==> src/hw/rtl/bfd_pkg.sv <==
// shared types and constants for the length-prefixed frame deframer
`timescale 1ns / 1ps

package bfd_pkg;

  // payload store size and its address width
  localparam int BUF_BYTES = 256;
  localparam int ADDR_W    = $clog2(BUF_BYTES);

  // frame marker bytes
  localparam logic [7:0] HDR1_BYTE = 8'ha0;
  localparam logic [7:0] HDR2_BYTE = 8'ha2;
  localparam logic [7:0] TRL1_BYTE = 8'hb0;
  localparam logic [7:0] TRL2_BYTE = 8'hb3;

  // longest length that still fits the store
  localparam logic [14:0] MAX_LEN = 15'(BUF_BYTES - 1);

  // operation codes
  localparam logic OP_RX   = 1'b0;
  localparam logic OP_READ = 1'b1;

  // result kinds
  localparam logic KIND_REPORT = 1'b0;
  localparam logic KIND_READ   = 1'b1;

  typedef enum logic [1:0] {
    STATUS_OK          = 2'd0,
    STATUS_CSUM_BAD    = 2'd1,
    STATUS_TOO_LONG    = 2'd2,
    STATUS_TRAILER_BAD = 2'd3
  } status_t;

  typedef enum logic [3:0] {
    PS_HDR1 = 4'd0,
    PS_HDR2 = 4'd1,
    PS_LEN1 = 4'd2,
    PS_LEN2 = 4'd3,
    PS_BODY = 4'd4,
    PS_SUM1 = 4'd5,
    PS_SUM2 = 4'd6,
    PS_TRL1 = 4'd7,
    PS_TRL2 = 4'd8
  } parse_state_t;

endpackage

==> src/hw/rtl/binary_frame_deframer_sum15_core.sv <==
// top level of the length-prefixed frame deframer with a 15-bit payload sum
//
// input channel: in_valid / in_stall carry one item per cycle; op 0 feeds one
// received byte (rx_byte) to the frame parser, op 1 reads the stored payload
// byte at read_index
// frames are a0 a2, 15-bit length (high byte first), payload, 16-bit sum,
// b0 b3; payload bytes go into a 256-byte synchronous payload memory
// output channel: out_valid / out_stall; kind 0 is a frame end report
// (status, frame_length, msg_type), kind 1 carries read_data
// throughput: one item per cycle while in_stall is low; the parser updates its registers and does
// one memory write per byte, a read uses the single memory read port
// path: the memory read and the pipe stage load at the edge that accepts an
// item; the output register loads from the pipe stage when it can move on
// items that cause no result (most stream bytes) leave nothing behind
// stall: a pipe register and the output register give two places for
// results, so items are still taken while one result waits; in_stall rises
// only when both are full and the receiver stalls
// reset: the parser waits for a0, both result registers are emptied; the
// payload memory is not cleared and holds garbage until written
`timescale 1ns / 1ps

module binary_frame_deframer_sum15_core
  import bfd_pkg::*;
(
  input  logic        clk,
  input  logic        rst,
  input  logic        in_valid,
  output logic        in_stall,
  input  logic        op,
  input  logic [7:0]  rx_byte,
  input  logic [7:0]  read_index,
  output logic        out_valid,
  input  logic        out_stall,
  output logic        kind,
  output logic [1:0]  status,
  output logic [14:0] frame_length,
  output logic [7:0]  msg_type,
  output logic [7:0]  read_data
);

  // parser registers
  parse_state_t      state, state_next;
  logic              drop_payload, drop_payload_next;
  logic              sum_ok, sum_ok_next;
  logic [14:0]       length_reg, length_reg_next;
  logic [14:0]       bytes_left, bytes_left_next;
  logic [14:0]       running_sum, running_sum_next;
  logic [7:0]        sum_hi, sum_hi_next;
  logic [ADDR_W-1:0] write_pos, write_pos_next;
  logic [7:0]        type_byte, type_byte_next;

  // payload memory
  logic [7:0]        mem [BUF_BYTES];
  logic              mem_we;
  logic [7:0]        rd_data;
  logic              rd_in_range;

  // pipe stage and output register
  logic              p_valid;
  logic              p_kind;
  status_t           p_status;
  logic [14:0]       p_len;
  logic [7:0]        p_type;
  logic              o_valid;
  logic              o_kind;
  status_t           o_status;
  logic [14:0]       o_len;
  logic [7:0]        o_type;
  logic [7:0]        o_data;

  logic              in_accept;
  logic              move;
  logic              report;
  logic              trailer_good;
  status_t           rep_status;
  logic [14:0]       new_len;
  logic [14:0]       left_dec;
  logic [15:0]       rx_sum;

  // handshake: stall only when both result places are occupied and held
  assign move      = p_valid && (!o_valid || !out_stall);
  assign in_stall  = p_valid && o_valid && out_stall;
  assign in_accept = in_valid && !in_stall;

  assign new_len  = {length_reg[14:8], rx_byte};
  assign left_dec = bytes_left - 15'd1;
  assign rx_sum   = {sum_hi, rx_byte};

  // frame parser: next state and register updates
  always_comb begin
    state_next        = state;
    drop_payload_next = drop_payload;
    sum_ok_next       = sum_ok;
    length_reg_next   = length_reg;
    bytes_left_next   = bytes_left;
    running_sum_next  = running_sum;
    sum_hi_next       = sum_hi;
    write_pos_next    = write_pos;
    type_byte_next    = type_byte;
    mem_we            = 1'b0;
    report            = 1'b0;
    trailer_good      = 1'b0;
    if (in_accept && op == OP_RX) begin
      unique case (state)
        PS_HDR1: begin
          if (rx_byte == HDR1_BYTE) state_next = PS_HDR2;
        end
        PS_HDR2: begin
          state_next = (rx_byte == HDR2_BYTE) ? PS_LEN1 : PS_HDR1;
        end
        PS_LEN1: begin
          length_reg_next = {rx_byte[6:0], 8'h00};
          state_next      = PS_LEN2;
        end
        PS_LEN2: begin
          length_reg_next   = new_len;
          bytes_left_next   = new_len;
          running_sum_next  = '0;
          write_pos_next    = '0;
          sum_ok_next       = 1'b0;
          drop_payload_next = (new_len > MAX_LEN);
          // empty payload goes straight to the checksum
          state_next        = (new_len == 15'd0) ? PS_SUM1 : PS_BODY;
        end
        PS_BODY: begin
          if (!drop_payload) begin
            mem_we           = 1'b1;
            write_pos_next   = write_pos + 1'b1;
            running_sum_next = running_sum + 15'(rx_byte);
            if (write_pos == '0) type_byte_next = rx_byte;
          end
          bytes_left_next = left_dec;
          if (left_dec == 15'd0) state_next = PS_SUM1;
        end
        PS_SUM1: begin
          sum_hi_next = rx_byte;
          state_next  = PS_SUM2;
        end
        PS_SUM2: begin
          // top received bit set never matches the 15-bit sum
          sum_ok_next = !drop_payload && ({1'b0, running_sum} == rx_sum);
          state_next  = PS_TRL1;
        end
        PS_TRL1: begin
          if (rx_byte == TRL1_BYTE) begin
            state_next = PS_TRL2;
          end else begin
            report     = 1'b1;
            state_next = PS_HDR1;
          end
        end
        PS_TRL2: begin
          report       = 1'b1;
          trailer_good = (rx_byte == TRL2_BYTE);
          state_next   = PS_HDR1;
        end
        default: state_next = PS_HDR1;
      endcase
    end
  end

  // status priority: trailer, oversize, checksum
  always_comb begin
    priority if (!trailer_good) rep_status = STATUS_TRAILER_BAD;
    else if (drop_payload)      rep_status = STATUS_TOO_LONG;
    else if (!sum_ok)           rep_status = STATUS_CSUM_BAD;
    else                        rep_status = STATUS_OK;
  end

  always_ff @(posedge clk) begin
    if (rst) begin
      state        <= PS_HDR1;
      drop_payload <= 1'b0;
      sum_ok       <= 1'b0;
      length_reg   <= '0;
      bytes_left   <= '0;
      running_sum  <= '0;
      sum_hi       <= '0;
      write_pos    <= '0;
      type_byte    <= '0;
    end else begin
      state        <= state_next;
      drop_payload <= drop_payload_next;
      sum_ok       <= sum_ok_next;
      length_reg   <= length_reg_next;
      bytes_left   <= bytes_left_next;
      running_sum  <= running_sum_next;
      sum_hi       <= sum_hi_next;
      write_pos    <= write_pos_next;
      type_byte    <= type_byte_next;
    end
  end

  // payload memory: one write port, one registered read port
  always_ff @(posedge clk) begin
    if (mem_we) mem[write_pos] <= rx_byte;
  end

  // read data holds while its result sits in the pipe stage
  always_ff @(posedge clk) begin
    if (in_accept && op == OP_READ) begin
      rd_data     <= mem[ADDR_W'(read_index)];
      rd_in_range <= (32'(read_index) < BUF_BYTES);
    end
  end

  // pipe stage
  always_ff @(posedge clk) begin
    if (rst) begin
      p_valid <= 1'b0;
    end else if (in_accept && (op == OP_READ || report)) begin
      p_valid <= 1'b1;
    end else if (move) begin
      p_valid <= 1'b0;
    end
  end

  always_ff @(posedge clk) begin
    if (in_accept && op == OP_READ) begin
      p_kind   <= KIND_READ;
      p_status <= STATUS_OK;
      p_len    <= '0;
      p_type   <= '0;
    end else if (in_accept && report) begin
      p_kind   <= KIND_REPORT;
      p_status <= rep_status;
      p_len    <= length_reg;
      // type byte only when a payload was actually stored
      p_type   <= (!drop_payload && length_reg != 15'd0) ? type_byte : 8'h00;
    end
  end

  // output register
  always_ff @(posedge clk) begin
    if (rst) begin
      o_valid <= 1'b0;
    end else if (move) begin
      o_valid <= 1'b1;
    end else if (!out_stall) begin
      o_valid <= 1'b0;
    end
  end

  always_ff @(posedge clk) begin
    if (move) begin
      o_kind   <= p_kind;
      o_status <= p_status;
      o_len    <= p_len;
      o_type   <= p_type;
      o_data   <= (p_kind == KIND_READ && rd_in_range) ? rd_data : 8'h00;
    end
  end

  assign out_valid    = o_valid;
  assign kind         = o_kind;
  assign status       = o_status;
  assign frame_length = o_len;
  assign msg_type     = o_type;
  assign read_data    = o_data;

endmodule

==> config.mk <==
export PLATFORM = sky130hd
export DESIGN_NAME = binary_frame_deframer_sum15_core
export DESIGN_NICKNAME = d
export VERILOG_FILES = /design/src/hw/rtl/bfd_pkg.sv /design/src/hw/rtl/binary_frame_deframer_sum15_core.sv
export SDC_FILE = /design/constraint.sdc
export NUM_CORES = 2
export LEC_CHECK = 0
export BUFFER_PORTS_ARGS = -buffer_cell sky130_fd_sc_hd__buf_2
export CAP_MARGIN = 0
export CORE_ASPECT_RATIO = 0.8
export CORE_MARGIN = 2
export CORE_UTILIZATION = 57
export DETAILED_ROUTE_END_ITERATION = 6
export GPL_TIMING_DRIVEN = 0
export PLACE_DENSITY = 0.76
export SYNTH_ARGS = -nofsm -noshare
export SYNTH_HDL_FRONTEND = slang
export SYNTH_SLANG_ARGS = --single-unit
==> constraint.sdc <==
create_clock -name clk -period 3.15 [get_ports clk]
set_input_delay 0 -clock clk [delete_from_list [all_inputs] [get_ports clk]]
set_output_delay 0 -clock clk [all_outputs]
set_load 0.05 [all_outputs]
==> results summary <==
The worst setup path is captured at a flop. The count of max-cap constraint violations is 1. The slew at the pin with the worst max-slew slack came out at 1.56 ns. For this design the static power due to leakage is 30.4 nW.

The final clock period utilization by the worst path came out at 110%. The total clock buffers created by CTS came out at 197. The clock-pin slew on the worst setup and hold paths is 0.07 ns. The final-report max-slew violation count is 11.

The floorplan step defined a die boundary enclosing 153,000 um^2. The area growth from synthesis to layout is 13.8%. At the worst endpoint, the required time is 3.71 ns. The count of buffers added on input and output ports is 49. The data arrival time at the worst-slack endpoint came out at 4.03 ns. The number of clock sinks is 2,193. The most common library cell in the layout ignoring fill and taps is edfxtp_1. The number of detailed-routing iterations run before antenna repair came out at 7.

The maximum vdd ir drop is 557 uV. The worst max-slew margin expressed relative to the limit came out at -4.16%. The critical path in this run is classified as flop to flop. The kind of launch point of the worst setup path is a flop. The placed standard-cell area came out at 88,400 um^2.

The first global-routing pass estimated 339 mm of wire. The H-tree depth reported by CTS came out at 4. The number of warning messages in the yosys log came out at 0. The final hold violation count is 0.

The final reports fail on design-rule violations, max-capacitance violations, max-slew violations, negative setup slack. The layout cell share with drive strength beyond 1 came out at 27.9%. The final-stage net count is 4,662. At the end of routability-driven placement, the weighted congestion stood at 0.958. The area taken by multi-input logic gates came out at 20,200 um^2. Summing the areas of all fa, ha and maj instances in the mapped netlist gives 0.229% of the synthesized area. The simple-gate share of the synthesized area came out at 3.49%. The tightest min-delay check is of the primary input to flop type. The final critical-path required period came out at 3.47 ns.

Dividing total power by cell area gives a power density of 598 nW/um^2. The sequential-to-total area share from yosys stat came out at 76.1%. The share of cell area taken by muxes after synthesis came out at 15.6%. The area taken by flip-flops and latches came out at 64,800 um^2. The largest family of logic cells by synthesized area is multiplexers.

The launch point of the worst reg-to-reg path is write_pos[2]. The flow ran to the end, but the final reports show violations. The register with the most flip-flops in the layout has 2,048 of them. Synthesis instantiated 63 different standard cells from the library. The parity-gate share of the synthesized area counting xor and xnor cells came out at 0.267%. The netlist area before placement came out at 85,200 um^2.

The top cell types in the final layout, fill and taps aside, are 2,090 x edfxtp_1, 516 x mux4_2, 205 x clkbuf_16. The residual antenna-violating net count after detailed routing is 0. The number of antenna violations at the first check in global routing came out at 7. The initial standard-cell utilization of the core came out at 57.6%. After routing the design area is 97,000 um^2. Hold timing on the final database bottoms out at a slack of 0.107 ns. The final setup violation count is 510. The post-detailed-route via-to-cell ratio is 6.97. For this run, the leading register cell type out of synthesis is edfxtp_1. The via count is 47,200.

The compound-gate portion of the synthesized area came out at 2.98%. The maximum operating frequency came out at 288 MHz. In this run the vertical extent of the chip is 350 um. Row generation in the floorplan step produced 126 rows. The I/O pin total came out at 57. The initial DRC count is 8,626. The total wirelength of the detailed-routed design is 243 mm. The clock skew after layout came out at 0.0415 ns. The remaining design rule violation count is 2. The final standard cell utilization of the core is 65.6%.

The startpoint identified for the worst hold timing path is in_valid. TritonCTS built the clock tree. The overall overflow remaining after global route came out at 0. The number of global-route vias before repair is 45,500. The synthesized design contains 2,090 enable-type register cells. The average instance area after synthesis came out at 20.2 um^2. Setup repair after global routing could not meet its margin everywhere. The die is 436 um wide. The clock latency at the later pin of the worst-skew pair is 0.87 ns.

The filler cell count in the final layout is 9,340. The core region is 148,000 um^2. Counting flops and latches in the post-synthesis netlist gives 2,193. The maximum number of pins on one net before global-route repair came out at 160. Global routing consumed, over all layers together, 31.9% of the routing resources. The post-layout worst setup margin is -0.322 ns. Summed over all nets, the half-perimeter wirelength after detailed placement is 152 mm. After detailed routing, the average wire length per cell comes to 35.8 um. The net count after synthesis came out at 4,258. The peak fanout along the critical path is 10.

The buffer type at the clock tree root is clkbuf_16. The cell count after synthesis came out at 4,222. Ranked by flip-flop count, first place goes to mem. Of all flip-flops after synthesis, the portion carrying an async set or reset was 0%.

Tracing the worst setup path back leads to its startpoint at write_pos[2]. No sink is reached through more buffers than the 3 on the longest clock path.
==> critical path: stages (launching register included) <==
cell	delay, ns
dfxtp_1	0.32
clkbuf_1	0.44
nor2b_1	0.41
nand2_1	0.71
clkbuf_2	0.71
nor2_1	0.35
buf_4	0.21
==> area by class of cell <==
type / instances / share of cell area [%]
Antenna cell: 4 / 0.0103
Buffer: 249 / 1.37
Clock buffer: 248 / 5.43
Clock inverter: 114 / 0.804
Inverter: 13 / 0.0503
Multi-Input combinational cell: 1762 / 20.8
Sequential cell: 2193 / 66.8
Tap cell: 1984 / 2.56
Timing Repair Buffer: 210 / 2.13
==> worst paths after layout <==
| kind | to | slack, ns | depth (start not counted) |
|---|---|---|---|
| worst max-delay path | mem[215][2] | -0.32 | 6 |
| worst min-delay path | p_kind | 0.11 | 5 |
| worst max register to register | mem[215][2] | -0.32 | 6 |
| worst min register to register | frame_length[7] | 0.44 | 0 |
==> cells by family after synthesis <==
group	Yosys count
AO/OA/AOI/OAI	384
XOR/XNOR	26
adder cells (fa/ha/maj)	15
multiplexers	682
flip-flops	2193
buffers and inverters	267
AND/OR/NAND/NOR	655
==> synth_stat cells, types with 3 or more instances <==
master,n,area share (%)
o21bai_1,3,0.026
o211ai_1,17,0.15
a22o_1,26,0.27
o22ai_1,64,0.47
a2111oi_0,3,0.031
dfxtp_1,103,2.4
o221a_2,3,0.040
nand2b_1,9,0.066
and3b_1,6,0.062
ha_1,14,0.21
a21boi_0,4,0.035
nor3_1,21,0.12
o32ai_1,5,0.051
nor4_1,18,0.13
nand3b_1,5,0.044
a221oi_1,8,0.082
buf_2,66,0.39
or2_2,3,0.022
and3_1,11,0.081
a31oi_1,3,0.022
mux4_2,516,14
buf_4,17,0.15
nand2_1,114,0.50
or3_1,8,0.059
buf_1,17,0.075
clkbuf_1,154,0.68
or4_1,10,0.088
o21ai_0,47,0.28
nand4_1,19,0.14
xor2_1,11,0.11
and2_1,14,0.10
mux2i_1,164,1.9
a21oi_1,92,0.54
nor2_1,335,1.5
nand3_1,57,0.33
edfxtp_1,2090,74
a211oi_1,40,0.35
inv_1,13,0.057
nor2b_1,11,0.081
xnor2_1,15,0.15
a22oi_1,56,0.49
==> per-layer routing <==
layer / part of all wire [%] / track usage [%]
met5: 0.074 / 0
met2: 43 / 44.6
met1: 36 / 45.0
met4: 4.8 / 14.3
met3: 16 / 12.1
==> report_power, final <==
| group | internal (mW) | total, mW | switching (mW) | leakage (nW) |
|---|---|---|---|---|
| clock network | 12.4 | 23.0 | 10.6 | 2.98 |
| logic | 0.977 | 3.02 | 2.04 | 7.82 |
| registers | 31.9 | 31.9 | 0.00543 | 19.6 |
==> per-stage QoR <==
stage / cells / power, mW / setup TNS, ns / setup WS, ns
after floorplan: 4222 / 34.0 / 0 / 0.211
after global placement: 6255 / 35.4 / -4439.28 / -2.52
after detailed placement: 6269 / 35.4 / -2016.73 / -1.71
after CTS: 6774 / 57.9 / -2.00 / -0.0589
after global routing: 6775 / 59.1 / -47.43 / -0.250
final: 6777 / 58.0 / -54.83 / -0.322
==> what timing repair did <==
item	4_1_cts	5_1_grt
hold buffers	17	0
setup endpoints to repair	2064	1625
setup buffers	125	1
endpoints found under the hold margin	1159	0
gates resized for setup	335	86
gates cloned	2	1
pin swaps	95	0
Note: power is estimated with default switching activity, not from simulation.
